$ cat src/rtl/core/scep_pkg.sv
// ----------------------------------------------------------------------------
// scep_pkg: shared types and constants for the cubic ease servo profile
// Word layouts, field widths, fixed point format and sequencer states.
// ----------------------------------------------------------------------------
package scep_pkg;

	// Fixed point fraction bits of progress and eased value (Q1.FRAC_BITS).
	localparam int FRAC_BITS = 16;

	localparam int ANGLE_W = 8;
	localparam int DWELL_W = 10;

	localparam logic [ANGLE_W-1:0] ANGLE_MAX  = 8'd180;
	localparam logic [ANGLE_W-1:0] ARM_RESET  = 8'd30;
	localparam logic [ANGLE_W-1:0] TURN_RESET = 8'd100;
	localparam logic [DWELL_W-1:0] MIN_DWELL_RESET = 10'd30;
	localparam logic [DWELL_W-1:0] MAX_DWELL_RESET = 10'd50;

	// Divider: dividend is the step index shifted up by the fraction bits.
	localparam int NUM_W = ANGLE_W + FRAC_BITS;
	localparam int CNT_W = $clog2(NUM_W + 1);

	// Shared multiplier operand width covers the eased value and the dwell span.
	localparam int MUL_W  = (FRAC_BITS + 1 > DWELL_W) ? FRAC_BITS + 1 : DWELL_W;
	localparam int PROD_W = 2 * MUL_W;

	localparam logic ACT_START = 1'b0;
	localparam logic ACT_STEP  = 1'b1;

	// Register word index as decoded from the APB address.
	localparam logic REG_MIN_DWELL = 1'b0;
	localparam logic REG_MAX_DWELL = 1'b1;

	typedef struct packed {
		logic               action;
		logic               servo_select;
		logic [ANGLE_W-1:0] target_angle;
	} req_word_t;

	typedef struct packed {
		logic               valid_res;
		logic               servo_id;
		logic [ANGLE_W-1:0] angle;
		logic [DWELL_W-1:0] dwell_ms;
		logic               last;
	} rsp_word_t;

	typedef enum logic [2:0] {
		ST_IDLE,
		ST_DIV,
		ST_SQR,
		ST_CUBE,
		ST_OFF,
		ST_DWELL,
		ST_DONE
	} state_t;

endpackage

$ cat src/rtl/core/scep_div.sv
// ----------------------------------------------------------------------------
// scep_div: radix-2 restoring divider
// Produces one quotient bit per cycle while busy is high.
// ----------------------------------------------------------------------------
module scep_div import scep_pkg::*; (
	input  logic               clk,
	input  logic               arst_n,
	input  logic               start,
	input  logic [NUM_W-1:0]   dividend,
	input  logic [ANGLE_W-1:0] divisor,
	output logic [NUM_W-1:0]   quotient,
	output logic               busy
);

	logic [NUM_W-1:0]   num_q;
	logic [ANGLE_W-1:0] rem_q;
	logic [ANGLE_W-1:0] den_q;
	logic [CNT_W-1:0]   cnt_q;

	logic [ANGLE_W:0]   trial;
	logic [ANGLE_W:0]   diff;
	logic               ge;
	logic [ANGLE_W-1:0] rem_next;

	assign trial    = {rem_q, num_q[NUM_W-1]};
	assign ge       = trial >= {1'b0, den_q};
	assign diff     = trial - {1'b0, den_q};
	assign rem_next = ge ? diff[ANGLE_W-1:0] : trial[ANGLE_W-1:0];
	assign busy     = (cnt_q != '0);
	assign quotient = num_q;

	always_ff @(posedge clk or negedge arst_n) begin
		if (!arst_n) begin
			cnt_q <= '0;
		end else if (start) begin
			cnt_q <= CNT_W'(NUM_W);
		end else if (busy) begin
			cnt_q <= cnt_q - 1'b1;
		end
	end

	// The quotient bits shift in from the bottom as the dividend shifts out.
	always_ff @(posedge clk) begin
		if (start) begin
			num_q <= dividend;
			rem_q <= '0;
			den_q <= divisor;
		end else if (busy) begin
			num_q <= {num_q[NUM_W-2:0], ge};
			rem_q <= rem_next;
		end
	end

endmodule

$ cat src/rtl/core/scep_mul.sv
// ----------------------------------------------------------------------------
// scep_mul: shared unsigned multiplier with a registered product
// Used in turn for the square, the cube, the angle offset and the dwell scale.
// ----------------------------------------------------------------------------
module scep_mul import scep_pkg::*; (
	input  logic              clk,
	input  logic [MUL_W-1:0]  a,
	input  logic [MUL_W-1:0]  b,
	output logic [PROD_W-1:0] prod
);

	logic [PROD_W-1:0] prod_q;

	always_ff @(posedge clk) begin
		prod_q <= PROD_W'(a) * PROD_W'(b);
	end

	assign prod = prod_q;

endmodule

$ cat src/rtl/core/servo_cubic_ease_profile.sv
// ----------------------------------------------------------------------------
// servo_cubic_ease_profile: cubic ease-in-out move generator for two servos
// A start word selects a servo and a goal angle; each step word returns the
// next eased angle of the move and the dwell time to wait after it.
// ----------------------------------------------------------------------------
//
//  Channel   Direction  Handshake             Word
//  req       in         req_valid/req_ready   req_word_t (action, servo, goal)
//  rsp       out        rsp_valid/rsp_ready   rsp_word_t (valid, servo, angle,
//                                             dwell, last)
//  apb       in         psel/penable/pready   min_dwell_ms at 0x0, max at 0x4
//
//  A step word during a move runs through the restoring divider, one
//  quotient bit per dividend bit, then the shared multiplier runs four
//  passes in a row and the done state loads the result.
//  A start word, or a step word with no move running, goes straight to the
//  done state, which loads the result; no new word is taken before that.
//  Reset returns the servo angles to 30 and 100, the dwell registers to 30 and
//  50 and drops any move. A stalled rsp only holds the sequencer in its last
//  state; the next req word is accepted in the cycle after the result is
//  loaded.
//
module servo_cubic_ease_profile import scep_pkg::*; (
	input  logic        clk,
	input  logic        arst_n,
	input  logic        req_valid,
	output logic        req_ready,
	input  req_word_t   req,
	output logic        rsp_valid,
	input  logic        rsp_ready,
	output rsp_word_t   rsp,
	input  logic        psel,
	input  logic        penable,
	input  logic        pwrite,
	input  logic [2:0]  paddr,
	input  logic [31:0] pwdata,
	output logic [31:0] prdata,
	output logic        pready
);

	localparam logic [FRAC_BITS:0] ONE  = (FRAC_BITS + 1)'(1) << FRAC_BITS;
	localparam logic [FRAC_BITS:0] HALF = (FRAC_BITS + 1)'(1) << (FRAC_BITS - 1);

	// Configuration registers.
	logic [DWELL_W-1:0] min_dwell_q;
	logic [DWELL_W-1:0] max_dwell_q;

	// Move state, the architectural state of the profile.
	logic [ANGLE_W-1:0] arm_angle_q;
	logic [ANGLE_W-1:0] turn_angle_q;
	logic               moving_q;
	logic [ANGLE_W-1:0] step_idx_q;
	logic [ANGLE_W-1:0] move_start_q;
	logic [ANGLE_W-1:0] move_target_q;
	logic               move_servo_q;

	// Per-step working registers.
	state_t             state_q;
	state_t             state_d;
	logic               res_valid_q;
	logic               up_q;
	logic               last_q;
	logic [ANGLE_W-1:0] range_q;
	logic [FRAC_BITS-1:0] x_q;
	logic               lt_q;
	logic [FRAC_BITS:0] e_q;
	logic [ANGLE_W-1:0] off_q;

	// Result register.
	logic               rsp_valid_q;
	rsp_word_t          rsp_q;

	// Control and datapath nets.
	logic               accept;
	logic               is_step;
	logic               div_start;
	logic               div_busy;
	logic [NUM_W-1:0]   div_quo;
	logic [MUL_W-1:0]   mul_a;
	logic [MUL_W-1:0]   mul_b;
	logic [PROD_W-1:0]  prod;
	logic               rsp_load;

	logic               cfg_wr;
	logic [ANGLE_W-1:0] goal_sat;
	logic               up_c;
	logic [ANGLE_W-1:0] range_c;
	logic [ANGLE_W-1:0] idx_c;
	logic               fin_c;

	logic [FRAC_BITS:0]   p_c;
	logic                 lt_c;
	logic [FRAC_BITS:0]   q_c;
	logic [FRAC_BITS-1:0] x_c;
	logic [FRAC_BITS-1:0] t_c;
	logic [FRAC_BITS:0]   e_c;
	logic                 dwell_dn;
	logic [DWELL_W-1:0]   span;
	logic [DWELL_W-1:0]   dw_off;
	rsp_word_t            res_c;

	// ---------------------------------------------------------------------
	// Configuration port. Only the word index (address bit 2) is decoded.
	// ---------------------------------------------------------------------
	assign pready = 1'b1;
	assign cfg_wr = psel && penable && pwrite;

	always_ff @(posedge clk or negedge arst_n) begin
		if (!arst_n) begin
			min_dwell_q <= MIN_DWELL_RESET;
			max_dwell_q <= MAX_DWELL_RESET;
		end else if (cfg_wr) begin
			unique case (paddr[2])
				REG_MIN_DWELL: min_dwell_q <= pwdata[DWELL_W-1:0];
				REG_MAX_DWELL: max_dwell_q <= pwdata[DWELL_W-1:0];
				default: ;
			endcase
		end
	end

	always_comb begin
		unique case (paddr[2])
			REG_MIN_DWELL: prdata = {(32 - DWELL_W)'(0), min_dwell_q};
			REG_MAX_DWELL: prdata = {(32 - DWELL_W)'(0), max_dwell_q};
			default:       prdata = '0;
		endcase
	end

	// ---------------------------------------------------------------------
	// Word intake. A step word is clamped to the move's range here, and the
	// move state is advanced at once; the sequencer only needs the latched
	// index, range and direction to produce the result.
	// ---------------------------------------------------------------------
	assign accept   = req_valid && req_ready;
	assign is_step  = (req.action == ACT_STEP);
	assign goal_sat = (req.target_angle > ANGLE_MAX) ? ANGLE_MAX : req.target_angle;

	assign up_c    = move_start_q < move_target_q;
	assign range_c = up_c ? move_target_q - move_start_q : move_start_q - move_target_q;
	assign idx_c   = (step_idx_q > range_c) ? range_c : step_idx_q;
	assign fin_c   = (idx_c >= range_c);

	always_ff @(posedge clk or negedge arst_n) begin
		if (!arst_n) begin
			arm_angle_q   <= ARM_RESET;
			turn_angle_q  <= TURN_RESET;
			moving_q      <= 1'b0;
			step_idx_q    <= '0;
			move_start_q  <= '0;
			move_target_q <= '0;
			move_servo_q  <= 1'b0;
		end else if (accept) begin
			if (!is_step) begin
				// A start replaces any running move and begins at the stored angle.
				move_servo_q  <= req.servo_select;
				move_start_q  <= req.servo_select ? turn_angle_q : arm_angle_q;
				move_target_q <= goal_sat;
				step_idx_q    <= '0;
				moving_q      <= 1'b1;
			end else if (moving_q) begin
				if (fin_c) begin
					if (move_servo_q) begin
						turn_angle_q <= move_target_q;
					end else begin
						arm_angle_q <= move_target_q;
					end
					moving_q   <= 1'b0;
					step_idx_q <= '0;
				end else begin
					step_idx_q <= idx_c + 1'b1;
				end
			end
		end
	end

	// ---------------------------------------------------------------------
	// Shared units.
	// ---------------------------------------------------------------------
	scep_div u_div (
		.clk      (clk),
		.arst_n   (arst_n),
		.start    (div_start),
		.dividend ({idx_c, FRAC_BITS'(0)}),
		.divisor  (range_c),
		.quotient (div_quo),
		.busy     (div_busy)
	);

	scep_mul u_mul (
		.clk  (clk),
		.a    (mul_a),
		.b    (mul_b),
		.prod (prod)
	);

	// ---------------------------------------------------------------------
	// Easing datapath. Progress p is forced to zero for a zero-length move.
	// Below one half the cube is taken of p, otherwise of 1 - p and then
	// mirrored. The factor four folds into the shift of the cube.
	// ---------------------------------------------------------------------
	assign p_c  = (range_q == '0) ? '0 : div_quo[FRAC_BITS:0];
	assign lt_c = p_c < HALF;
	assign q_c  = ONE - p_c;
	assign x_c  = lt_c ? p_c[FRAC_BITS-1:0] : q_c[FRAC_BITS-1:0];
	assign t_c  = prod[FRAC_BITS-2 +: FRAC_BITS];
	assign e_c  = lt_q ? {1'b0, t_c} : ONE - {1'b0, t_c};

	assign dwell_dn = max_dwell_q < min_dwell_q;
	assign span     = dwell_dn ? min_dwell_q - max_dwell_q : max_dwell_q - min_dwell_q;
	assign dw_off   = prod[FRAC_BITS +: DWELL_W];

	always_comb begin
		res_c           = '0;
		if (res_valid_q) begin
			res_c.valid_res = 1'b1;
			res_c.servo_id  = move_servo_q;
			res_c.angle     = up_q ? move_start_q + off_q : move_start_q - off_q;
			res_c.dwell_ms  = dwell_dn ? min_dwell_q - dw_off : min_dwell_q + dw_off;
			res_c.last      = last_q;
		end
	end

	// ---------------------------------------------------------------------
	// Sequencer: next state.
	// ---------------------------------------------------------------------
	always_comb begin
		state_d = state_q;
		unique case (state_q)
			ST_IDLE: begin
				if (req_valid) begin
					state_d = (is_step && moving_q) ? ST_DIV : ST_DONE;
				end
			end
			ST_DIV: begin
				if (!div_busy) begin
					state_d = ST_SQR;
				end
			end
			ST_SQR:   state_d = ST_CUBE;
			ST_CUBE:  state_d = ST_OFF;
			ST_OFF:   state_d = ST_DWELL;
			ST_DWELL: state_d = ST_DONE;
			ST_DONE: begin
				if (!rsp_valid_q || rsp_ready) begin
					state_d = ST_IDLE;
				end
			end
			default:  state_d = ST_IDLE;
		endcase
	end

	// ---------------------------------------------------------------------
	// Sequencer: outputs. The multiplier is fed x*x, s*x, e*range and then
	// e*span; the last pair is held in the done state so that the product
	// stays put while the result waits for space.
	// ---------------------------------------------------------------------
	always_comb begin
		req_ready = 1'b0;
		div_start = 1'b0;
		rsp_load  = 1'b0;
		mul_a     = '0;
		mul_b     = '0;
		unique case (state_q)
			ST_IDLE: begin
				req_ready = 1'b1;
				div_start = req_valid && is_step && moving_q;
			end
			ST_DIV: ;
			ST_SQR: begin
				mul_a = MUL_W'(x_c);
				mul_b = MUL_W'(x_c);
			end
			ST_CUBE: begin
				mul_a = MUL_W'(prod[FRAC_BITS +: FRAC_BITS]);
				mul_b = MUL_W'(x_q);
			end
			ST_OFF: begin
				mul_a = MUL_W'(e_c);
				mul_b = MUL_W'(range_q);
			end
			ST_DWELL: begin
				mul_a = MUL_W'(e_q);
				mul_b = MUL_W'(span);
			end
			ST_DONE: begin
				mul_a    = MUL_W'(e_q);
				mul_b    = MUL_W'(span);
				rsp_load = !rsp_valid_q || rsp_ready;
			end
			default: ;
		endcase
	end

	always_ff @(posedge clk or negedge arst_n) begin
		if (!arst_n) begin
			state_q     <= ST_IDLE;
			res_valid_q <= 1'b0;
			rsp_valid_q <= 1'b0;
		end else begin
			state_q <= state_d;
			if (accept) begin
				res_valid_q <= is_step && moving_q;
			end
			if (rsp_load) begin
				rsp_valid_q <= 1'b1;
			end else if (rsp_ready) begin
				rsp_valid_q <= 1'b0;
			end
		end
	end

	// Working payload registers.
	always_ff @(posedge clk) begin
		if (accept) begin
			up_q    <= up_c;
			last_q  <= fin_c;
			range_q <= range_c;
		end
		if (state_q == ST_SQR) begin
			x_q  <= x_c;
			lt_q <= lt_c;
		end
		if (state_q == ST_OFF) begin
			e_q <= e_c;
		end
		if (state_q == ST_DWELL) begin
			off_q <= prod[FRAC_BITS +: ANGLE_W];
		end
		if (rsp_load) begin
			rsp_q <= res_c;
		end
	end

	assign rsp_valid = rsp_valid_q;
	assign rsp       = rsp_q;

	// ---------------------------------------------------------------------
	// Assertions.
	// ---------------------------------------------------------------------
	a_idle_index_clear: assert property (@(posedge clk) disable iff (!arst_n)
		!moving_q |-> step_idx_q == '0)
		else $error("step index not cleared while no move runs");

	a_div_done: assert property (@(posedge clk) disable iff (!arst_n)
		state_q == ST_SQR |-> !div_busy)
		else $error("easing started before the divider finished");

	a_angle_range: assert property (@(posedge clk) disable iff (!arst_n)
		rsp_valid |-> rsp.angle <= ANGLE_MAX)
		else $error("result angle beyond the servo range");

	a_last_valid: assert property (@(posedge clk) disable iff (!arst_n)
		rsp_valid && rsp.last |-> rsp.valid_res)
		else $error("last flag on a result without a step");

endmodule

$ cat config.mk
export PLATFORM = sky130hd
export DESIGN_NAME = servo_cubic_ease_profile
export DESIGN_NICKNAME = d
export VERILOG_FILES = /design/src/rtl/core/scep_pkg.sv /design/src/rtl/core/scep_div.sv /design/src/rtl/core/scep_mul.sv /design/src/rtl/core/servo_cubic_ease_profile.sv
export SDC_FILE = /design/constraint.sdc
export NUM_CORES = 1
export LEC_CHECK = 0
export BUFFER_PORTS_ARGS = -buffer_cell sky130_fd_sc_hd__clkbuf_2
export CELL_PAD_IN_SITES_DETAIL_PLACEMENT = 0
export CELL_PAD_IN_SITES_GLOBAL_PLACEMENT = 2
export CORE_UTILIZATION = 44
export DETAILED_ROUTE_END_ITERATION = 6
export GPL_ROUTABILITY_DRIVEN = 1
export GPL_TIMING_DRIVEN = 0
export PLACE_DENSITY_LB_ADDON = 0.1
export REMOVE_ABC_BUFFERS = 1
export SLEW_MARGIN = 10
export SYNTH_ARGS = -nofsm -noshare
export SYNTH_HDL_FRONTEND = slang
export SYNTH_SLANG_ARGS = --single-unit
$ cat constraint.sdc
create_clock -name clk -period 20.2 [get_ports clk]
set_input_delay 1.01 -clock clk [delete_from_list [all_inputs] [get_ports clk]]
set_output_delay 1.01 -clock clk [all_outputs]
set_load 0.05 [all_outputs]
======== After elaboration in Yosys (flattened, before gate mapping) ========
Cells that the tools add are included.
cells by class
  order comparisons ....................... 7
  multipliers ............................. 1
  bitwise logic cells ..................... 3
  multiplexer cells ....................... 35
  equal/unequal tests ..................... 10
  add/sub/neg operators ................... 13
  reduce and logical (&&, ||, !) cells .... 21
operators with widths
  operator                                                                number
  8-bit 2-to-1 mux                                                        9
  17-bit case mux with 4 select lines                                     1
  16-bit case mux with 4 select lines                                     1
  32-bit case mux with 2 select lines                                     1
  24-bit 2-to-1 mux                                                       2
  17-bit 2-to-1 mux                                                       2
  17-bit by 16-bit multiplier with 32-bit output                          1
  8-bit subtractor                                                        4
  10-bit subtractor                                                       3
  21-bit 2-to-1 mux                                                       1
  3-bit case mux with 7 select lines                                      1
  10-bit 2-to-1 mux                                                       2
  17-bit by 16-bit < comparator with 1-bit output, second input constant  1
  17-bit by 16-bit subtractor with 17-bit output, first input constant    1
  16-bit 2-to-1 mux                                                       1
  1-bit by 16-bit subtractor with 16-bit output, first input constant     1
  3-bit 2-to-1 mux                                                        4
  10-bit adder                                                            1
  10-bit < comparator                                                     1
  5-bit 2-to-1 mux                                                        2
  5-bit AND reduction                                                     2
  3-bit == test, second input constant                                    3
  9-bit by 8-bit >= comparator with 1-bit output                          1
  8-bit by 1-bit adder with 8-bit output, second input constant           1
  22 further kinds                                                        43
word-level totals
  register bits ........................... 217
  word-level logic and storage cells ...... 120
  output and inout port bits .............. 56
  bits of input ports ..................... 52

======== Longest topological paths before layout ========
  depth after elaboration ................. 8
  depth in mapped cells ................... 39
  depth with buffers taken out ............ 37

======== Cells and area by module ========
From an unflattened synthesis, not the netlist that was laid out.
unflattened totals
  cell total of the unflattened synthesis .. 2,456
  area, all modules ....................... 22,994.6 um2
modules (own cells, without submodules)
  module                    sequential area each (um2)  area each (um2)  cells each  instances
  scep_mul                  680.7                       10,530.1         1,208       1
  servo_cubic_ease_profile  3,886.2                     10,004.6         1,050       1
  scep_div                  1,246.2                     2,459.9          198         1

======== Least setup slack after synthesis ========
OpenSTA, ideal clock, no wires.
  kind .................................... register -> register
  from .................................... register min_dwell_q[1]
  to ...................................... register u_mul.prod_q[30] (netlist: u_mul.prod[30])
  stages on the path, launching flop included .. 36
  path buffers ............................ 2
  arrival ................................. 9.015 ns
  path slack .............................. 11.064 ns
  required time ........................... 20.079 ns
  library setup time ...................... 0.121 ns
  period minus slack after synthesis ...... 9.136 ns
  cells stage by stage .................... dfstp_2 > inv_1 > fa_1 > a21oi_1 > o211a_1 > o21a_1 > buf_2 > o211ai_1 > a21oi_1 > nor2_1 > a21o_1 > or4_1 > nand2_1 > clkbuf_1 > nand2_1 > fa_1 > inv_1 > fa_1 > inv_1 > fa_1 > inv_1 > fa_1 > fa_1 > inv_1 > fa_1 > inv_1 > ha_1 > a2111oi_0 > o21ai_0 > a221o_1 > a311oi_1 > a21boi_2 > o31a_4 > o41ai_4 > o21bai_2 > xor2_1
between the ends
  cells in the longest elaborated chain, start to end .. 4
  elaborated cells on any way between the ends .. 6
  those cells by class .................... add/sub (2); mul (1); order compare (1); mux (2)
RTL lines
  item                                                             line                                                              RTL
  start: declaration                                               servo_cubic_ease_profile.sv:45                                    logic [DWELL_W-1:0] min_dwell_q;
  start signal: assignment                                         servo_cubic_ease_profile.sv:114                                   REG_MIN_DWELL: min_dwell_q <= pwdata[DWELL_W-1:0];
  10-bit subtractor / 10-bit < comparator (equally long branches)  servo_cubic_ease_profile.sv:209, servo_cubic_ease_profile.sv:208
  10-bit 2-to-1 mux (*)                                            servo_cubic_ease_profile.sv:209                                   assign span = dwell_dn ? min_dwell_q - max_dwell_q : max_dwell_q - min_dwell_q;
  16-bit case mux with 4 select lines (*)                          servo_cubic_ease_profile.sv:263                                   unique case (state_q)
  17-bit by 16-bit multiplier with 32-bit output (*)               scep_mul.sv:15                                                    prod_q <= PROD_W'(a) * PROD_W'(b);
  end signal: assignment                                           scep_mul.sv:15
  end: declaration                                                 scep_mul.sv:12                                                    logic [PROD_W-1:0] prod_q;
Mark *: on every way between the ends. The rest lies on a longest branch, timed or not.
A chain may end at the register's enable or synchronous reset.

======== Worst setup path after layout ========
Same ends and word-level chain as after synthesis.

==> flow_summary_export.csv <==
group,metric,value,unit
outcome,status,"completed",
run,cap_viol_max_count,0,
cts,clk_pin_slew,0.06,ns
timing,finalHoldViolCount,0,
cts,cts_hold_buf,0,
detailed_routing,top_layer,"met4",
timing,slew_headroom,21.5,%
worst_setup_path,worst-path-max-fanout,20,
yosys,yosys.area.top_type_share,20.8,%
layout,n_fill_cell,4443,
yosys,ys_ff_latch,203,
worst_setup_path,ff2ff_path_depth,33,
yosys,synth_compound_area_share,11.6,%
placement,place_congestion,0.843,
cts,cts.repair.resized,0,
timing,fmax,91.2,MHz
timing,finalSetupViolations,0,
worst_setup_path,r2r-end,"u_mul.prod[30]$_DFF_P_",
detailed_routing,dr_total_vias,15238,
floorplanning,start_util,45.0,%
floorplanning,num_rows,78,
worst_setup_path,path_class,"flip-flop to flip-flop",
yosys,synth-xor-area-share,4.14,%
yosys,yosysUniqueCellTypes,84,
global_routing,grt_max_degree,49,
timing,finClkSkew,0.0200,ns
yosys,ys_seq_area_share,26.0,%
worst_setup_path,required,20.64,ns
yosys,yosysTopAreaCell,"fa_1",
global_routing,grt_pass1_wl,88200,um
worst_setup_path,cpMostUsedCell,"fa_1",
detailed_routing,wirelength,54800,um
detailed_routing,dr.pass1.iters,5,
cts,cts_tree,"built",
layout,antenna-diode-count,0,
yosys,ys.flop_type,"edfxtp_1",
yosys,avgSynthCellArea,9.26,um^2
layout,multiInputGateArea,13600,um^2
yosys,synthMuxAreaShare,3.84,%
floorplanning,ios,108,
cts,cts_max_path_buffers,3,
yosys,async_reset_ff_share,35.5,%
worst_setup_path,reg2reg_setup_slack,9.24,ns
detailed_routing,initialDrtViolationCount,777,
cts,cts_buffers,24,
layout,nets,2678,
floorplanning,die_area,47500,um^2
cts,htreeDepth,1,
global_routing,grt_overflow,0,
detailed_routing,wl_per_cell,19.2,um
timing,tightest_slew,1.18,ns
yosys,synth.cell_area,20500,um^2
cts,clkSinkCount,203,
global_routing,track_usage,24.0,%
yosys,synthTopCellsByArea,"fa_1 21%, edfxtp_1 13%, ha_1 11%, dfrtp_1 7.1%, inv_1 6.2%",
placement,detailed_place_hpwl,43100,um
yosys,synth_fa_ha_area_share,31.7,%
worst_setup_path,worst_path_max_delay_cell,"o21a_1",
floorplanning,die_y,218,um
worst_setup_path,reg2reg_from,"min_dwell_q[1]$_DFFE_PN1P_",
yosys,synth_cells,2217,
worst_setup_path,cp-start-kind,"flip-flop",
timing,fin_tns_setup,0,ns
min_path,min_path_type,"primary input to async pin",
detailed_routing,wl_met1,24900,um
yosys,synth_most_common_cell,"inv_1",
detailed_routing,dr_wl_met2,26600,um
timing,drv_slew,0,
worst_setup_path,cp.arrival,11.40,ns
global_routing,grt_pass1_vias,15650,
floorplanning,fp.dieW,218,um
layout,seq_area,5330,um^2
detailed_routing,met3WireLength,2260,um
placement,port_buffers,60,
layout,syn_to_final_growth,8.04,%
worst_setup_path,critical_path_buf_inv_count,6,
worst_setup_path,critPathTopFamily,"compound AO/OA/AOI/OAI gates",
worst_setup_path,cpPeakStageDelay,0.70,ns
global_routing,antenna_found_initial,0,
timing,timing.final.crit_period,10.96,ns
layout,drive_above_1_share,9.24,%
yosys,ys_warn_count,0,
yosys,yosys-top-cells-count,"338 x inv_1, 270 x nand2_1, 213 x fa_1, 179 x ha_1, 172 x nor2_1",
yosys,synthSimpleGateAreaFrac,14.1,%
cts,post_cts_buffers,0,
yosys,synth_edf_count,89,
floorplanning,core,45700,um^2
detailed_routing,vias_per_cell,5.34,
detailed_routing,drc,0,
cts,insertion_delay,0.55,ns
cts,cts_root_buf,"clkbuf_16",
timing,rsz0062_at_grt,"false",
timing,fin_crit_sh,54.3,%
detailed_routing,postRouteAntennaNets,0,
yosys,synth_top_family_by_area,"adder cells",
worst_setup_path,end_kind,"flip-flop",
==> routing by layer <==
metal,track usage (%),up-vias
met4,4.94,0
met2,40.6,291
li1,-,7263
met1,33.0,7620
met3,2.61,64
met5,0,-
==> layout by cell type (no fill, tap or decap), drive strengths merged, types with 11 or more instances in the layout <==
cell	instances
conb	28
dfxtp	42
o21ai	84
mux2	44
o21bai	11
and2	38
a31oi	13
nand2b	15
xor2	33
a22oi	12
nor2b	24
a21o	35
dfstp	14
and3	13
ha	179
nor3	33
nor2	173
a22o	15
inv	343
fa	213
nand3	25
xnor2	64
a21oi	109
nand2	270
mux2i	29
clkbuf	88
edfxtp	89
nand4	11
dfrtp	58
==> flip-flops by register name, summed over array words and instances, names as in the netlist, 3 cells and up <==
signal,flops
u_div.quotient,24
rsp,21
u_mul.prod,18
e_q,17
x_q,16
max_dwell_q,10
min_dwell_q,10
arm_angle_q,8
move_start_q,8
move_target_q,8
off_q,8
range_q,8
step_idx_q,8
turn_angle_q,8
u_div.den_q,8
u_div.rem_q,8
u_div.cnt_q,5
state_q,3
==> metrics by stage <==
step / std cells / setup slack (ns) / instance area, um^2 / utilization, % / hold slack (ns)
after floorplan: 2138 / 10.82 / 20100 / - / 0.432
after global placement: 2798 / 8.77 / 21200 / 46.4 / 0.443
after detailed placement: 2807 / 9.25 / 21300 / 46.7 / 0.457
after CTS: 2851 / 9.24 / 22200 / 48.6 / 0.406
after global routing: 2852 / 8.58 / 22200 / 48.6 / 0.427
final: 2852 / 9.24 / 22200 / 48.6 / 0.418
==> worst reg2reg max path, delay by kind of cell, from the launching register on <==
kind                       cells  cell delay (ns)
and+or+nand+nor                4             1.35
DFF                            1             0.61
buffers and inverters          6             0.40
adders and majority gates      8             3.96
AOI/OAI and AO/OA             13             4.12
xor gates and xnor gates       1             0.14
muxes                          1             0.29
==> cell families after synthesis <==
family	Yosys count
compound gates	361
xor+xnor	97
fa+ha+maj	392
buf+inv	446
flops	203
mux	73
other cells	2
simple gates	643
==> layout make-up <==
type | instances | share of cell area [%]
Sequential cell | 203 | 24.0
Clock inverter | 16 | 0.897
Tap cell | 600 | 3.38
Clock buffer | 28 | 2.86
Timing Repair Buffer | 70 | 1.92
Inverter | 341 | 5.79
Multi-Input combinational cell | 1594 | 61.1
==> worst max path at each step <==
stage / from / to / depth (start not counted)
floorplan: min_dwell_q[1]$_DFFE_PN1P_ / u_mul.prod[30]$_DFF_P_ / 32
global placement: min_dwell_q[1]$_DFFE_PN1P_ / u_mul.prod[31]$_DFF_P_ / 33
detailed placement: min_dwell_q[1]$_DFFE_PN1P_ / u_mul.prod[30]$_DFF_P_ / 33
CTS: min_dwell_q[1]$_DFFE_PN1P_ / u_mul.prod[30]$_DFF_P_ / 33
global route: min_dwell_q[1]$_DFFE_PN1P_ / u_mul.prod[31]$_DFF_P_ / 33
finish: min_dwell_q[1]$_DFFE_PN1P_ / u_mul.prod[30]$_DFF_P_ / 33
Power is not shown: default switching activity piles up to over one toggle a cycle in this logic, so the estimate is an artifact.
